==> src/design/mftp_pkg.sv <==
// ----------------------------------------------------------------------------
// mftp_pkg
// Types, constants and helpers shared by the track parser modules.
// ----------------------------------------------------------------------------
package mftp_pkg;

  localparam int TICK_W  = 32;
  localparam int ACC_W   = (TICK_W > 32) ? TICK_W : 32;
  localparam int Q_DEPTH = 4;
  localparam int Q_AW    = $clog2(Q_DEPTH);

  localparam logic [7:0] META_BYTE  = 8'hff;
  localparam logic [7:0] SYSEX_BYTE = 8'hf0;
  localparam logic [7:0] ESC_BYTE   = 8'hf7;
  localparam logic [7:0] RT_FIRST   = 8'hf8;
  localparam logic [7:0] DATA_MAX   = 8'h7f;
  localparam logic [7:0] TEMPO_TYPE = 8'h51;
  localparam logic [15:0] BEND_BIAS = 16'd8192;
  localparam logic [3:0] BEND_NIB   = 4'he;

  typedef enum logic [3:0] {
    PH_DELTA, PH_EVENT, PH_DATA1, PH_DATA2, PH_META_TYPE,
    PH_META_LEN, PH_META_DATA, PH_SYSEX_LEN, PH_SYSEX_DATA
  } phase_t;

  typedef enum logic [1:0] {
    KIND_CHAN  = 2'd0,
    KIND_META  = 2'd1,
    KIND_SYSEX = 2'd2,
    KIND_ERR   = 2'd3
  } kind_t;

  typedef enum logic [1:0] {
    ERR_NO_CONT = 2'd0,
    ERR_RUNNING = 2'd1,
    ERR_BYTE    = 2'd2
  } err_t;

  typedef struct packed {
    logic [1:0]         kind;
    logic [31:0]        tick_time;
    logic [7:0]         status_byte;
    logic [7:0]         first_data;
    logic [7:0]         second_data;
    logic               bad_data;
    logic signed [15:0] bend_value;
    logic               payload_valid;
    logic               message_end;
    logic               sysex_complete;
    logic [23:0]        tempo_value;
    logic [1:0]         error_code;
  } res_t;

  // one accepted byte: up to three errors in order, then the main result
  typedef struct packed {
    logic [31:0] tick;
    logic [7:0]  c;
    logic [2:0]  err;
    logic        main_vld;
    res_t        main;
  } bundle_t;

  function automatic logic [1:0] data_count(input logic [3:0] nib);
    logic [1:0] n;
    unique case (nib)
      4'h8, 4'h9, 4'ha, 4'hb, 4'he: n = 2'd2;
      4'hc, 4'hd:                   n = 2'd1;
      default:                      n = 2'd0;
    endcase
    return n;
  endfunction

endpackage

==> src/design/mftp_if.sv <==
// ----------------------------------------------------------------------------
// mftp_in_if / mftp_out_if
// Valid/ready channels for track bytes and parsed results.
// ----------------------------------------------------------------------------
interface mftp_in_if;
  logic       valid;
  logic       ready;
  logic [7:0] data_byte;
  logic       track_start;
  modport source (output valid, data_byte, track_start, input ready);
  modport sink (input valid, data_byte, track_start, output ready);
endinterface

interface mftp_out_if;
  logic               valid;
  logic               ready;
  logic [1:0]         kind;
  logic [31:0]        tick_time;
  logic [7:0]         status_byte;
  logic [7:0]         first_data;
  logic [7:0]         second_data;
  logic               bad_data;
  logic signed [15:0] bend_value;
  logic               payload_valid;
  logic               message_end;
  logic               sysex_complete;
  logic [23:0]        tempo_value;
  logic [1:0]         error_code;
  modport source (output valid, kind, tick_time, status_byte, first_data, second_data,
                  bad_data, bend_value, payload_valid, message_end, sysex_complete,
                  tempo_value, error_code, input ready);
  modport sink (input valid, kind, tick_time, status_byte, first_data, second_data,
                bad_data, bend_value, payload_valid, message_end, sysex_complete,
                tempo_value, error_code, output ready);
endinterface

==> src/design/mftp_front.sv <==
// ----------------------------------------------------------------------------
// mftp_front
// Parse state machine: one byte a cycle while take is high, emits a bundle of results per byte that yields any.
// ----------------------------------------------------------------------------
module mftp_front (
  input  logic                 clk,
  input  logic                 rst_n,
  input  logic                 take,
  input  logic [7:0]           c,
  input  logic                 track_start,
  output logic                 push,
  output mftp_pkg::bundle_t    bundle
);

  mftp_pkg::phase_t ph_r, ph_nxt, ph;
  logic [7:0] rs_r, rs_nxt, rs, rs2;
  logic sp_r, sp_nxt, sp;
  logic [mftp_pkg::TICK_W-1:0] tick_r, tick_nxt, tick;
  logic [mftp_pkg::ACC_W-1:0] acc_r, acc_nxt, acc, acc_sh;
  logic [31:0] br_r, br_nxt, br_dec;
  logic [7:0] hfd_r, hfd_nxt, hmt_r, hmt_nxt, leb_r, leb_nxt;
  logic [23:0] tempo_r, tempo_nxt;
  logic [1:0] pidx_r, pidx_nxt;
  logic [2:0] err;
  logic main_vld, running, cpl, fall;
  logic [1:0] need;
  mftp_pkg::res_t m;

  always_ff @(posedge clk) begin
    if (!rst_n) begin
      ph_r <= mftp_pkg::PH_DELTA;
      rs_r <= '0;
      sp_r <= 1'b0;
      tick_r <= '0;
      acc_r <= '0;
      br_r <= '0;
      hfd_r <= '0;
      hmt_r <= '0;
      leb_r <= '0;
      tempo_r <= '0;
      pidx_r <= '0;
    end else if (take) begin
      ph_r <= ph_nxt;
      rs_r <= rs_nxt;
      sp_r <= sp_nxt;
      tick_r <= tick_nxt;
      acc_r <= acc_nxt;
      br_r <= br_nxt;
      hfd_r <= hfd_nxt;
      hmt_r <= hmt_nxt;
      leb_r <= leb_nxt;
      tempo_r <= tempo_nxt;
      pidx_r <= pidx_nxt;
    end
  end

  always_comb begin
    ph   = track_start ? mftp_pkg::PH_DELTA : ph_r;
    rs   = track_start ? 8'h00 : rs_r;
    sp   = track_start ? 1'b0 : sp_r;
    tick = track_start ? '0 : tick_r;
    acc  = track_start ? '0 : acc_r;
    acc_sh = {acc[mftp_pkg::ACC_W-8:0], c[6:0]};
    br_dec = br_r - 32'd1;
    ph_nxt = ph; rs_nxt = rs; sp_nxt = sp; tick_nxt = tick; acc_nxt = acc;
    br_nxt = br_r; hfd_nxt = hfd_r; hmt_nxt = hmt_r; leb_nxt = leb_r;
    tempo_nxt = tempo_r; pidx_nxt = pidx_r;
    err = 3'b000; main_vld = 1'b0; running = 1'b0; rs2 = rs; need = 2'd0;
    cpl = 1'b0; fall = 1'b0;
    m = '0;
    m.tick_time = 32'(tick);
    unique case (ph)
      mftp_pkg::PH_DELTA: begin
        acc_nxt = mftp_pkg::ACC_W'(acc_sh[mftp_pkg::TICK_W-1:0]);
        if (!c[7]) begin
          tick_nxt = tick + acc_sh[mftp_pkg::TICK_W-1:0];
          acc_nxt = '0;
          ph_nxt = mftp_pkg::PH_EVENT;
        end
      end
      mftp_pkg::PH_EVENT: begin
        err[0] = sp && (c != mftp_pkg::ESC_BYTE);
        if (c < mftp_pkg::RT_FIRST) begin
          if (!c[7]) begin
            err[1] = (rs == 8'h00);
            running = 1'b1;
          end else begin
            rs2 = c;
          end
          rs_nxt = rs2;
          need = mftp_pkg::data_count(rs2[7:4]);
          if (need != 2'd0) begin
            if (!running) begin
              ph_nxt = mftp_pkg::PH_DATA1;
            end else if (need > 2'd1) begin
              hfd_nxt = c;
              ph_nxt = mftp_pkg::PH_DATA2;
            end else begin
              main_vld = 1'b1;
              m.first_data = c;
              ph_nxt = mftp_pkg::PH_DELTA;
            end
          end else begin
            fall = 1'b1;
          end
        end else begin
          fall = 1'b1;
        end
        if (fall) begin
          leb_nxt = c;
          acc_nxt = '0;
          if (c == mftp_pkg::META_BYTE) begin
            ph_nxt = mftp_pkg::PH_META_TYPE;
          end else if (c == mftp_pkg::SYSEX_BYTE || c == mftp_pkg::ESC_BYTE) begin
            hmt_nxt = c;
            ph_nxt = mftp_pkg::PH_SYSEX_LEN;
          end else begin
            err[2] = 1'b1;
            ph_nxt = mftp_pkg::PH_DELTA;
          end
        end
      end
      mftp_pkg::PH_DATA1: begin
        if (mftp_pkg::data_count(rs[7:4]) > 2'd1) begin
          hfd_nxt = c;
          ph_nxt = mftp_pkg::PH_DATA2;
        end else begin
          main_vld = 1'b1;
          m.first_data = c;
          ph_nxt = mftp_pkg::PH_DELTA;
        end
      end
      mftp_pkg::PH_DATA2: begin
        main_vld = 1'b1;
        m.first_data = hfd_r;
        m.second_data = c;
        ph_nxt = mftp_pkg::PH_DELTA;
      end
      mftp_pkg::PH_META_TYPE: begin
        hmt_nxt = c;
        tempo_nxt = '0;
        pidx_nxt = '0;
        acc_nxt = '0;
        ph_nxt = mftp_pkg::PH_META_LEN;
      end
      mftp_pkg::PH_META_LEN, mftp_pkg::PH_SYSEX_LEN: begin
        acc_nxt = mftp_pkg::ACC_W'(acc_sh[31:0]);
        if (!c[7]) begin
          br_nxt = acc_sh[31:0];
          acc_nxt = '0;
          if (acc_sh[31:0] == 32'd0) begin
            main_vld = 1'b1;
            m.message_end = 1'b1;
            ph_nxt = mftp_pkg::PH_DELTA;
          end else if (ph == mftp_pkg::PH_META_LEN) begin
            ph_nxt = mftp_pkg::PH_META_DATA;
          end else begin
            ph_nxt = mftp_pkg::PH_SYSEX_DATA;
          end
        end
      end
      mftp_pkg::PH_META_DATA: begin
        if (pidx_r != 2'd3) begin
          unique case (pidx_r)
            2'd0: tempo_nxt[23:16] = c;
            2'd1: tempo_nxt[15:8] = c;
            default: tempo_nxt[7:0] = c;
          endcase
          pidx_nxt = pidx_r + 2'd1;
        end
        br_nxt = br_dec;
        main_vld = 1'b1;
        m.first_data = c;
        m.payload_valid = 1'b1;
        m.message_end = (br_dec == 32'd0);
        if (br_dec == 32'd0) ph_nxt = mftp_pkg::PH_DELTA;
      end
      mftp_pkg::PH_SYSEX_DATA: begin
        leb_nxt = c;
        br_nxt = br_dec;
        main_vld = 1'b1;
        m.first_data = c;
        m.payload_valid = 1'b1;
        m.message_end = (br_dec == 32'd0);
        if (br_dec == 32'd0) ph_nxt = mftp_pkg::PH_DELTA;
      end
      default: ph_nxt = mftp_pkg::PH_DELTA;
    endcase

    // fill the main result by its kind
    if (ph == mftp_pkg::PH_EVENT || ph == mftp_pkg::PH_DATA1 || ph == mftp_pkg::PH_DATA2) begin
      m.kind = mftp_pkg::KIND_CHAN;
      m.status_byte = rs2;
      m.bad_data = (m.first_data > mftp_pkg::DATA_MAX) || (m.second_data > mftp_pkg::DATA_MAX);
      if (rs2[7:4] == mftp_pkg::BEND_NIB)
        m.bend_value = 16'(m.first_data) + {1'b0, m.second_data, 7'b0} - mftp_pkg::BEND_BIAS;
    end else if (ph == mftp_pkg::PH_META_LEN || ph == mftp_pkg::PH_META_DATA) begin
      m.kind = mftp_pkg::KIND_META;
      m.status_byte = mftp_pkg::META_BYTE;
      m.second_data = hmt_r;
      if (m.message_end && hmt_r == mftp_pkg::TEMPO_TYPE) m.tempo_value = tempo_nxt;
    end else begin
      m.kind = mftp_pkg::KIND_SYSEX;
      m.status_byte = hmt_r;
      if (m.message_end) begin
        if (hmt_r == mftp_pkg::SYSEX_BYTE) begin
          cpl = (leb_nxt == mftp_pkg::ESC_BYTE);
          sp_nxt = !cpl;
        end else begin
          cpl = sp && (leb_nxt == mftp_pkg::ESC_BYTE);
          if (cpl) sp_nxt = 1'b0;
        end
      end
      m.sysex_complete = cpl;
    end
  end

  assign push = take && (main_vld || (err != 3'b000));

  always_comb begin
    bundle = '0;
    bundle.tick = 32'(tick);
    bundle.c = c;
    bundle.err = err;
    bundle.main_vld = main_vld;
    bundle.main = m;
  end

endmodule

==> src/design/mftp_queue.sv <==
// ----------------------------------------------------------------------------
// mftp_queue
// Small bundle queue between the parser and the result sequencer.
// ----------------------------------------------------------------------------
module mftp_queue (
  input  logic               clk,
  input  logic               rst_n,
  input  logic               push,
  input  mftp_pkg::bundle_t  wdata,
  output logic               full,
  input  logic               pop,
  output logic               nempty,
  output mftp_pkg::bundle_t  rdata
);

  mftp_pkg::bundle_t mem [mftp_pkg::Q_DEPTH];
  logic [mftp_pkg::Q_AW-1:0] wp_r, wp_nxt, rp_r, rp_nxt;
  logic [mftp_pkg::Q_AW:0] cnt_r, cnt_nxt;

  always_ff @(posedge clk) begin
    if (push) mem[wp_r] <= wdata;
  end

  always_ff @(posedge clk) begin
    if (!rst_n) begin
      wp_r <= '0;
      rp_r <= '0;
      cnt_r <= '0;
    end else begin
      wp_r <= wp_nxt;
      rp_r <= rp_nxt;
      cnt_r <= cnt_nxt;
    end
  end

  always_comb begin
    wp_nxt = push ? wp_r + 1'b1 : wp_r;
    rp_nxt = pop ? rp_r + 1'b1 : rp_r;
    cnt_nxt = cnt_r + (mftp_pkg::Q_AW+1)'(push) - (mftp_pkg::Q_AW+1)'(pop);
  end

  assign full   = (cnt_r == (mftp_pkg::Q_AW+1)'(mftp_pkg::Q_DEPTH));
  assign nempty = (cnt_r != '0);
  assign rdata  = mem[rp_r];

endmodule

==> src/design/mftp_back.sv <==
// ----------------------------------------------------------------------------
// mftp_back
// Result sequencer: unpacks each bundle into words on the output register.
// ----------------------------------------------------------------------------
module mftp_back (
  input  logic               clk,
  input  logic               rst_n,
  input  logic               nempty,
  input  mftp_pkg::bundle_t  head,
  output logic               pop,
  mftp_out_if.source         out_ch
);

  logic [3:0] done_r, done_nxt, rem, sel;
  logic vld_r, vld_nxt, load;
  mftp_pkg::res_t res_r, res_nxt;

  always_ff @(posedge clk) begin
    if (!rst_n) begin
      done_r <= '0;
      vld_r <= 1'b0;
    end else begin
      done_r <= done_nxt;
      vld_r <= vld_nxt;
    end
  end

  always_ff @(posedge clk) begin
    if (load) res_r <= res_nxt;
  end

  always_comb begin
    rem = {head.main_vld, head.err} & ~done_r;
    sel = rem & (~rem + 4'd1);
    load = nempty && (!vld_r || out_ch.ready);
    pop = load && (rem == sel);
    vld_nxt = load ? 1'b1 : (vld_r && !out_ch.ready);
    done_nxt = done_r;
    if (load) done_nxt = pop ? 4'b0000 : (done_r | sel);
    res_nxt = '0;
    res_nxt.kind = mftp_pkg::KIND_ERR;
    res_nxt.tick_time = head.tick;
    res_nxt.first_data = head.c;
    priority case (1'b1)
      sel[0]: res_nxt.error_code = mftp_pkg::ERR_NO_CONT;
      sel[1]: res_nxt.error_code = mftp_pkg::ERR_RUNNING;
      sel[2]: res_nxt.error_code = mftp_pkg::ERR_BYTE;
      default: res_nxt = head.main;
    endcase
  end

  assign out_ch.valid          = vld_r;
  assign out_ch.kind           = res_r.kind;
  assign out_ch.tick_time      = res_r.tick_time;
  assign out_ch.status_byte    = res_r.status_byte;
  assign out_ch.first_data     = res_r.first_data;
  assign out_ch.second_data    = res_r.second_data;
  assign out_ch.bad_data       = res_r.bad_data;
  assign out_ch.bend_value     = res_r.bend_value;
  assign out_ch.payload_valid  = res_r.payload_valid;
  assign out_ch.message_end    = res_r.message_end;
  assign out_ch.sysex_complete = res_r.sysex_complete;
  assign out_ch.tempo_value    = res_r.tempo_value;
  assign out_ch.error_code     = res_r.error_code;

endmodule

==> src/design/midi_file_track_parser_core.sv <==
// ----------------------------------------------------------------------------
// midi_file_track_parser_core
// Track body parser: bytes in, channel/meta/sysex/error words out.
// ----------------------------------------------------------------------------
// in_ch carries one track byte per word plus track_start, which clears
// running status, tick time and sysex continuation before that byte.
// out_ch carries one result word each: channel message, meta or sysex
// payload byte, or error report.
// the parser takes a byte every cycle unless the queue is full; a byte
// that yields results puts one bundle into a four-deep queue, and the
// sequencer drains one word per cycle from it into the output register
// while out_ch is ready; words pass the queue, then the output register.
// sustained rate, with out_ch ready, is one byte per cycle while each
// byte gives at most one word; one with more words holds the sequencer.
// reset (rst_n low, synchronous) empties the queue and output register
// and puts the parser back at the delta time.
// when out_ch stalls the queue fills and in_ch.ready drops once full.
// ----------------------------------------------------------------------------
module midi_file_track_parser_core (
  input  logic       clk,
  input  logic       rst_n,
  mftp_in_if.sink    in_ch,
  mftp_out_if.source out_ch
);

  logic take, push, full, nempty, pop;
  mftp_pkg::bundle_t wbundle, head;

  assign in_ch.ready = !full;
  assign take = in_ch.valid && !full;

  mftp_front u_front (
    .clk(clk), .rst_n(rst_n), .take(take), .c(in_ch.data_byte),
    .track_start(in_ch.track_start), .push(push), .bundle(wbundle)
  );

  mftp_queue u_queue (
    .clk(clk), .rst_n(rst_n), .push(push), .wdata(wbundle), .full(full),
    .pop(pop), .nempty(nempty), .rdata(head)
  );

  mftp_back u_back (
    .clk(clk), .rst_n(rst_n), .nempty(nempty), .head(head), .pop(pop),
    .out_ch(out_ch)
  );

`ifndef SYNTH
  a_err_code: assert property (@(posedge clk) disable iff (!rst_n)
    out_ch.valid && out_ch.kind != mftp_pkg::KIND_ERR |-> out_ch.error_code == 2'd0)
    else $error("error code on a non-error word");
  a_tempo: assert property (@(posedge clk) disable iff (!rst_n)
    out_ch.valid && !out_ch.message_end |-> out_ch.tempo_value == 24'd0)
    else $error("tempo before message end");
  a_chan: assert property (@(posedge clk) disable iff (!rst_n)
    out_ch.valid && out_ch.kind == mftp_pkg::KIND_CHAN
      |-> !out_ch.payload_valid && !out_ch.message_end)
    else $error("channel word with payload marks");
  a_pop: assert property (@(posedge clk) disable iff (!rst_n)
    pop |-> nempty)
    else $error("pop from empty queue");
`endif

endmodule

==> src/flat_wrapper.sv <==
// flat-port wrapper written by rule: the top's interface ports become plain ports
module midi_file_track_parser_core_flat 
  (clk, rst_n, in_ch_valid, in_ch_data_byte, in_ch_track_start, in_ch_ready, out_ch_valid, out_ch_kind, out_ch_tick_time, out_ch_status_byte, out_ch_first_data, out_ch_second_data, out_ch_bad_data, out_ch_bend_value, out_ch_payload_valid, out_ch_message_end, out_ch_sysex_complete, out_ch_tempo_value, out_ch_error_code, out_ch_ready);
  mftp_in_if in_ch_i ();
  mftp_out_if out_ch_i ();
  input  logic clk;
  input  logic rst_n;
  input wire logic [$bits(in_ch_i.valid)-1:0] in_ch_valid;
  input wire logic [$bits(in_ch_i.data_byte)-1:0] in_ch_data_byte;
  input wire logic [$bits(in_ch_i.track_start)-1:0] in_ch_track_start;
  output wire logic [$bits(in_ch_i.ready)-1:0] in_ch_ready;
  output wire logic [$bits(out_ch_i.valid)-1:0] out_ch_valid;
  output wire logic [$bits(out_ch_i.kind)-1:0] out_ch_kind;
  output wire logic [$bits(out_ch_i.tick_time)-1:0] out_ch_tick_time;
  output wire logic [$bits(out_ch_i.status_byte)-1:0] out_ch_status_byte;
  output wire logic [$bits(out_ch_i.first_data)-1:0] out_ch_first_data;
  output wire logic [$bits(out_ch_i.second_data)-1:0] out_ch_second_data;
  output wire logic [$bits(out_ch_i.bad_data)-1:0] out_ch_bad_data;
  output wire logic [$bits(out_ch_i.bend_value)-1:0] out_ch_bend_value;
  output wire logic [$bits(out_ch_i.payload_valid)-1:0] out_ch_payload_valid;
  output wire logic [$bits(out_ch_i.message_end)-1:0] out_ch_message_end;
  output wire logic [$bits(out_ch_i.sysex_complete)-1:0] out_ch_sysex_complete;
  output wire logic [$bits(out_ch_i.tempo_value)-1:0] out_ch_tempo_value;
  output wire logic [$bits(out_ch_i.error_code)-1:0] out_ch_error_code;
  input wire logic [$bits(out_ch_i.ready)-1:0] out_ch_ready;
  assign in_ch_i.valid = in_ch_valid;
  assign in_ch_i.data_byte = in_ch_data_byte;
  assign in_ch_i.track_start = in_ch_track_start;
  assign in_ch_ready = in_ch_i.ready;
  assign out_ch_valid = out_ch_i.valid;
  assign out_ch_kind = out_ch_i.kind;
  assign out_ch_tick_time = out_ch_i.tick_time;
  assign out_ch_status_byte = out_ch_i.status_byte;
  assign out_ch_first_data = out_ch_i.first_data;
  assign out_ch_second_data = out_ch_i.second_data;
  assign out_ch_bad_data = out_ch_i.bad_data;
  assign out_ch_bend_value = out_ch_i.bend_value;
  assign out_ch_payload_valid = out_ch_i.payload_valid;
  assign out_ch_message_end = out_ch_i.message_end;
  assign out_ch_sysex_complete = out_ch_i.sysex_complete;
  assign out_ch_tempo_value = out_ch_i.tempo_value;
  assign out_ch_error_code = out_ch_i.error_code;
  assign out_ch_i.ready = out_ch_ready;
  midi_file_track_parser_core u_core (.clk(clk), .rst_n(rst_n), .in_ch(in_ch_i), .out_ch(out_ch_i));
endmodule
==> config.mk <==
export PLATFORM = sky130hd
export DESIGN_NAME = midi_file_track_parser_core_flat
export DESIGN_NICKNAME = d
export VERILOG_FILES = /design/src/design/mftp_pkg.sv /design/src/design/mftp_if.sv /design/src/design/mftp_front.sv /design/src/design/mftp_queue.sv /design/src/design/mftp_back.sv /design/src/design/midi_file_track_parser_core.sv /design/src/flat_wrapper.sv
export SDC_FILE = /design/constraint.sdc
export NUM_CORES = 1
export LEC_CHECK = 0
export ABC_AREA = 1
export BUFFER_PORTS_ARGS = -buffer_cell sky130_fd_sc_hd__buf_2
export CAP_MARGIN = 25
export CORE_MARGIN = 3
export CORE_UTILIZATION = 40
export CTS_CLUSTER_DIAMETER = 50
export CTS_CLUSTER_SIZE = 28
export DETAILED_ROUTE_END_ITERATION = 10
export GPL_TIMING_DRIVEN = 0
export PLACE_DENSITY_LB_ADDON = 0.15
export SYNTH_ARGS = -nofsm -noshare
export SYNTH_HDL_FRONTEND = slang
export SYNTH_HIERARCHICAL = 1
export SYNTH_SLANG_ARGS = --single-unit
==> constraint.sdc <==
create_clock -name clk -period 12.25 [get_ports clk]
set_input_delay 1.225 -clock clk [delete_from_list [all_inputs] [get_ports clk]]
set_output_delay 1.225 -clock clk [all_outputs]
set_load 0.01 [all_outputs]
# Word-level counts from Yosys, hierarchy flattened
# Memories as Yosys holds them, arrays and structs flattened. A register that Yosys moved wholly into a read port is not among the register bits.
# Index checks and enable logic that the tools add are counted.
word_totals:
  ff_bits: 275
  ramBits: 584
  in_bits: 13
  output_inout_bits: 106
  wordCells: 254
  n_memories: 1
memory_table:
  columns: ["name", "depth", "width", "read_ports", "rd_ports_with_merged_regs", "write_ports", "line", "text"]
  rows:
  - ["u_core.u_queue.mem", 4, 146, 1, 1, 1, "mftp_queue.sv:16", "mftp_pkg::bundle_t mem [mftp_pkg::Q_DEPTH];"]
classes:
  addsub: 10
  order_cmp: 5
  eq_ne: 44
  n_mux: 114
  n_bitwise: 5
  reduce_logical: 46
ops:
  columns: ["op", "count"]
  rows:
  - ["$mux 100", 3]
  - ["$mux 32", 7]
  - ["$mux 8", 28]
  - ["$pmux 32 s3", 1]
  - ["$mux 24", 3]
  - ["$eq 4x4->1 const B", 16]
  - ["$logic_not 32->1", 2]
  - ["$pmux 32 s2", 1]
  - ["$pmux 24 s2", 1]
  - ["$pmux 8 s2", 3]
  - ["$mux 4", 11]
  - ["$eq 8x8->1 const B", 5]
  - ["$add 32x32->32", 1]
  - ["$mux 1", 32]
  - ["$pmux 8 s4", 1]
  - ["$sub 32x1->32 const B", 1]
  - ["$mux 25", 1]
  - ["$mux 2", 12]
  - ["$pmux 4 s6", 1]
  - ["$ne 2x2->1 const B", 10]
  - ["$mux 17", 1]
  - ["$add 8x15->16", 1]
  - ["$eq 4x3->1 const B", 4]
  - ["$gt 8x7->1 const B", 2]
  - ["37 further kinds", 76]

# Logic depth before layout (Yosys ltp)
depth:
  depth_word: 22
  mapped_depth: 22
  ltp_nobuf: 19

# Cells and area by module
# The synthesis kept the hierarchy.
modules_own_cells:
  columns: ["module", "n_inst", "cells_each", "area_per_inst_um2", "seq_area_each_um2"]
  rows:
  - ["mftp_queue", 1, 1782, 23777.8, 17957.2]
  - ["mftp_front", 1, 1949, 12254.3, 3042.9]
  - ["mftp_back", 1, 407, 4456.8, 3223.1]
  - ["midi_file_track_parser_core", 1, 3, 13.8, 0.0]

# Worst setup path after synthesis
# OpenSTA, ideal clock, no wires.
synth_timing:
  path_type: "input-to-reg"
  from: "input port in_ch_track_start"
  to: "memory u_core/u_queue/mem[0][0] in the netlist's numbering, enable pin"
  arrival_time_ps: 5811
  t_required_ps: 11749
  setup_slack_ps: 5939
  stages: 13
  cell_sequence: "buf_4 -> nor2_4 -> inv_2 -> nor3_1 -> inv_1 -> nor2_1 -> nor2_1 -> o21ai_2 -> nand3b_1 -> nor4_1 -> nor2_1 -> nand2_1 -> inv_1"
synth_lines:
  columns: ["item", "line", "text"]
  rows:
  - ["start, declared", "flat_wrapper.sv:10", "input wire logic [$bits(in_ch_i.track_start)-1:0] in_ch_track_start;"]
  - ["$mux 8", "mftp_front.sv:59", "rs = track_start ? 8'h00 : rs_r;"]
  - ["$mux 8", "mftp_front.sv:84", "if (!c[7]) begin"]
  - ["$mux 8", "mftp_front.sv:83", "if (c < mftp_pkg::RT_FIRST) begin"]
  - ["$mux 8", "mftp_front.sv:72", "unique case (ph)"]
  - ["$eq 4x4->1", "mftp_pkg.sv:65", "unique case (nib)"]
  - ["$reduce_or 5->1 or $reduce_or 2->1 (tied branches)", "mftp_pkg.sv:65", null]
  - ["$pmux 2 s2", "mftp_pkg.sv:65", null]
  - ["$mux 2", "mftp_front.sv:83", null]
  - ["[... 5 more ...]", null, null]
  - ["$mux 1", "mftp_front.sv:83", null]
  - ["$pmux 1 s4 (*)", "mftp_front.sv:72", null]
  - ["via u_core.u_front.main_vld", "mftp_front.sv:25", "logic main_vld, running, cpl, fall;"]
  - ["$logic_or 1x1->1 (*)", "mftp_front.sv:218", "assign push = take && (main_vld || (err != 3'b000));"]
  - ["$logic_and 1x1->1 (*)", "mftp_front.sv:218", null]
  - ["via u_core.push", "midi_file_track_parser_core.sv:26", "logic take, push, full, nempty, pop;"]
  - ["$mux 1 (*)", "mftp_queue.sv:21", "if (push) mem[wp_r] <= wdata;"]
  - ["$mux 1 (not written as such) (*)", "mftp_queue.sv:21", null]
  - ["end, declared", "mftp_queue.sv:16", null]
# Mark *: on every way through the listed nets, which the timed path passes. The rest lies on a longest branch. The select of a mux whose other input is x is not followed.

==> results.md <==
- The flow ran to the end, and the final reports show no timing, DRC or antenna violations.
- The measured slew at the worst slew-check pin is 1.081 ns.
- The total clock buffers created by CTS is 107.
- Compared with the post-synthesis result, the final layout area differs by 15.38%.
- In the routed design, unresolved DRC markers number 0.
- The prevailing post-synth register cell is edfxtp_1.
- Dividing total power by cell area gives a power density of 190.3 nW/um^2.
- After global routing the overflow that remains totals 0.
- The number of filler cells placed in the layout is 9394.
- Cells with a size suffix above 1 make up 13.71% of the layout.
- The final route contains 30140 vias.
- Yosys mapped the design onto 63 distinct sky130hd cell types.
- The total setup buffers inserted after CTS is 0.
- The first-iteration detailed-routing DRC count is 3077.
- The cell type with the highest aggregate area in the netlist is edfxtp_1.
- The sequential-to-total area share from yosys stat is 59.81%.
- On the final layout, the worst clock skew is 0.05492 ns.
- In this run the top signal layer used is met5.
- The horizontal die dimension is 324.2 microns.
- Wire segments on met2 add up to 53790 microns in the final route.
- The HPWL after detailed placement is 82950 microns.
- Across the VDD grid, the largest voltage drop is 189.2 uV.
- The final cycle utilization of the critical path is 43.95%.
- The clock-pin slew of the registers on the worst-case setup and hold paths is 0.05 ns.
- The final count of hold timing violations came to 0.
- The first-pass GRT wire length is 177000 microns.
- The die outline area is 105100 sq um.
- The start-to-end type of the worst setup path is input pin to flop.
- CTS placed an instance of clkbuf_16 at the clock tree root.
- By area the synthesized netlist is led by edfxtp_1 52%, nand2_1 8.3%, dfxtp_1 8.2%.
- The number of buffer cells added on primary ports is 117.
- The latest clock arrival within the worst-skew pair is 0.69 ns.
- The achievable frequency is 185.7 MHz.
- The wire length per cell after detailed routing is 20.71 microns.
- The routed design could run at a clock period as short as 5.384 ns.
- The number of antenna violations at the first check in global routing was 9.
- The slowest stage cell on the critical path is clkbuf_1.
- In the final design database the tool counted 4437 nets.
- Clock tree synthesis found a total of 862 sinks.
- Detailed routing placed a total of 8129 microns of wire on met3.
- Each instance of the synthesized netlist takes up on average 9.781 sq um.
- The maximum fanout along the worst path is 78.
- The number of placement rows is 116.
- After synthesis the cells add up to 40500 sq um.
- In this design, the critical path's most frequently occurring cell is nand2_1.
- The final count of negative-setup-slack endpoints is 0.
- After detailed routing, the wire length on met1 is 55290 microns.
- Data on the critical path is required at its endpoint by 12.55 ns.
- Setup repair after global routing left no endpoint under its margin.
- In this run the count of I/O pins placed on the die edge is 119.
- The detailed-routing iteration count for the pre-antenna-repair pass is 8.
- The count of max-cap constraint violations is 0.
- In the global route stage, overall resource usage came out at 22.66%.
- Counting along the longest clock path gives a buffer depth of 3.
- For this run, asynchronously set or reset flops after synthesis account for 0%.
- After floorplanning, the core was sized to cover 100300 sq um.
- The data arrival time at the worst-slack endpoint is 5.69 ns.
- Power comes to 8.891 mW.
- The critical path goes through buf_2 > clkbuf_1 > nand2_1 > o21ai_1 > nand3_1 > nand2_1 > nand2_1 > nor2_1 > nor4_1 > nor2_1 > nand2_1 > inv_8 > buf_16.
- The total of hold buffers inserted after clock tree synthesis is 0.
- The min-delay analysis places its worst path in the category flop to flop.
- The setup total negative slack is 0 ns.
- The post-route worst hold slack is 0.4633 ns.
- After clock tree synthesis, the repair step resized 0 gates.
- The cell with the most instances after synthesis is nand2_1.
- The gate count of the mapped netlist is 4141.
- The number of antenna diodes in the final layout is 0.
- The routability congestion estimate from global placement is 0.9382.
- The count of pins over their slew limit is 0.
- The pin count of the biggest net entering global routing is 96.
- The worst setup path is captured at a flop.
- Headroom to the max-slew limit came out at 27.95%.
- By count the netlist is led by 899 x nand2_1, 696 x edfxtp_1, 599 x inv_1.
- The final layout contains routed wiring with a total length of 120700 microns.
- The static leakage is 18.81 nW.
- In the routed layout, each cell is associated on average with a via count of 5.172.
- The H-tree generated during clock tree synthesis spans 3 levels.
- The startpoint class of the critical path is an input pin.
- The count of nets left with antenna violations once routing finished came out at 0.
- The top cell type by area accounts for 51.60% of the synthesized area.
- The initial core utilization is 40.38%.
- In this run, synthesis inferred 696 flip-flops with an integrated enable.
- The via count of the first global-routing pass is 27700.
- Counting flops and latches in the post-synthesis netlist gives 862.
- In this design, the stage delay of the slowest critical-path cell is 0.59 ns.
- The floorplan die height is 324.2 microns.
- The Yosys warning count is 6.
- TritonCTS built the clock tree.
## report_power, final
part	switching [mW]	leakage (nW)	internal [mW]
Combinational	1.43	9.23	0.626
Clock	1.38	1.79	1.86
Sequential	0.0697	7.79	3.53
Total	2.88	18.8	6.01
## per-layer routing
metal	vias to the layer above	GRT usage [%]
li1	14480	-
met1	14490	32.83
met2	973	34.73
met3	200	3.739
met4	2	7.401
met5	-	0
## kinds of logic after synthesis
logic type | after synthesis | share of synthesized area [%]
XOR/XNOR | 18 | 0.3892
AND/OR/NAND/NOR | 1398 | 14.67
buffers and inverters | 869 | 9.876
other | 1 | 0.009259
AO/OA/AOI/OAI | 947 | 13.79
adder cells (fa/ha/maj) | 46 | 1.458
flip-flops | 862 | 59.81
## through the flow
step           util, %  instances  setup slack, ns  cell area [sq um]
2_1_floorplan        -       4142            5.939              40510
3_3_place_gp     42.67       5616            1.808              42790
3_5_place_dp     42.84       5622            6.253              42970
4_1_cts          46.56       5824            6.963              46700
5_1_grt          46.60       5828            6.673              46730
6_report         46.60       5828            6.866              46730
## cell type report
type | count | area (sq um) | share of cell area (%)
Timing Repair Buffer | 127 | 763.2 | 1.633
Sequential cell | 862 | 24220 | 51.83
Clock buffer | 116 | 2743 | 5.869
Tap cell | 1357 | 1698 | 3.633
Inverter | 618 | 2362 | 5.055
Buffer | 251 | 1673 | 3.580
Clock inverter | 86 | 988.4 | 2.115
Multi-Input combinational cell | 2411 | 12280 | 26.28
## critical path, delay by kind of cell
family / cells / cell delay [ns]
buffers and inverters: 4 / 1.71
AND/OR/NAND/NOR: 8 / 2.35
AO/OA/AOI/OAI: 1 / 0.20
## cell usage in the layout, fill, tap and decap left out, types with 67 or more instances in the layout
master,synthesis,routed
clkbuf_1,61,68
a21oi_1,363,363
inv_1,599,594
nor2_1,277,277
o21ai_1,114,114
o211ai_1,170,170
edfxtp_1,696,696
clkbuf_16,0,108
dfxtp_1,166,166
o21ai_0,176,176
nand2_1,899,899
buf_2,51,169
buf_4,71,72
nand3_1,67,67
## registers in the layout, summed over array words and instances, names as in the netlist, 16 cells and up, named ones only
name and cells:
u_core/u_front/tempo_r 24, u_core/u_front/acc_r 25, u_core/u_front/br_r 32, u_core/u_back/out_ch.tick_time 32, u_core/u_queue/mem 592, u_core/u_front/tick_r 32
u_core/u_back/out_ch.tempo_value 24, u_core/u_back/out_ch.bend_value 16
## worst paths after layout
kind                                endpoint  depth (start not counted)  slack, ns                 startpoint
setup / recovery  u_core/u_queue/mem[1][129]                         13       6.87         in_ch_data_byte[4]
hold reg to reg    u_core/u_front/tick_r[29]                          2       0.46  u_core/u_front/tick_r[29]
setup reg to reg  u_core/u_queue/mem[1][129]                         12       7.40    u_core/u_queue/cnt_r[1]
hold / removal     u_core/u_front/tick_r[29]                          2       0.46  u_core/u_front/tick_r[29]
Note: power is estimated with default switching activity, not from simulation.
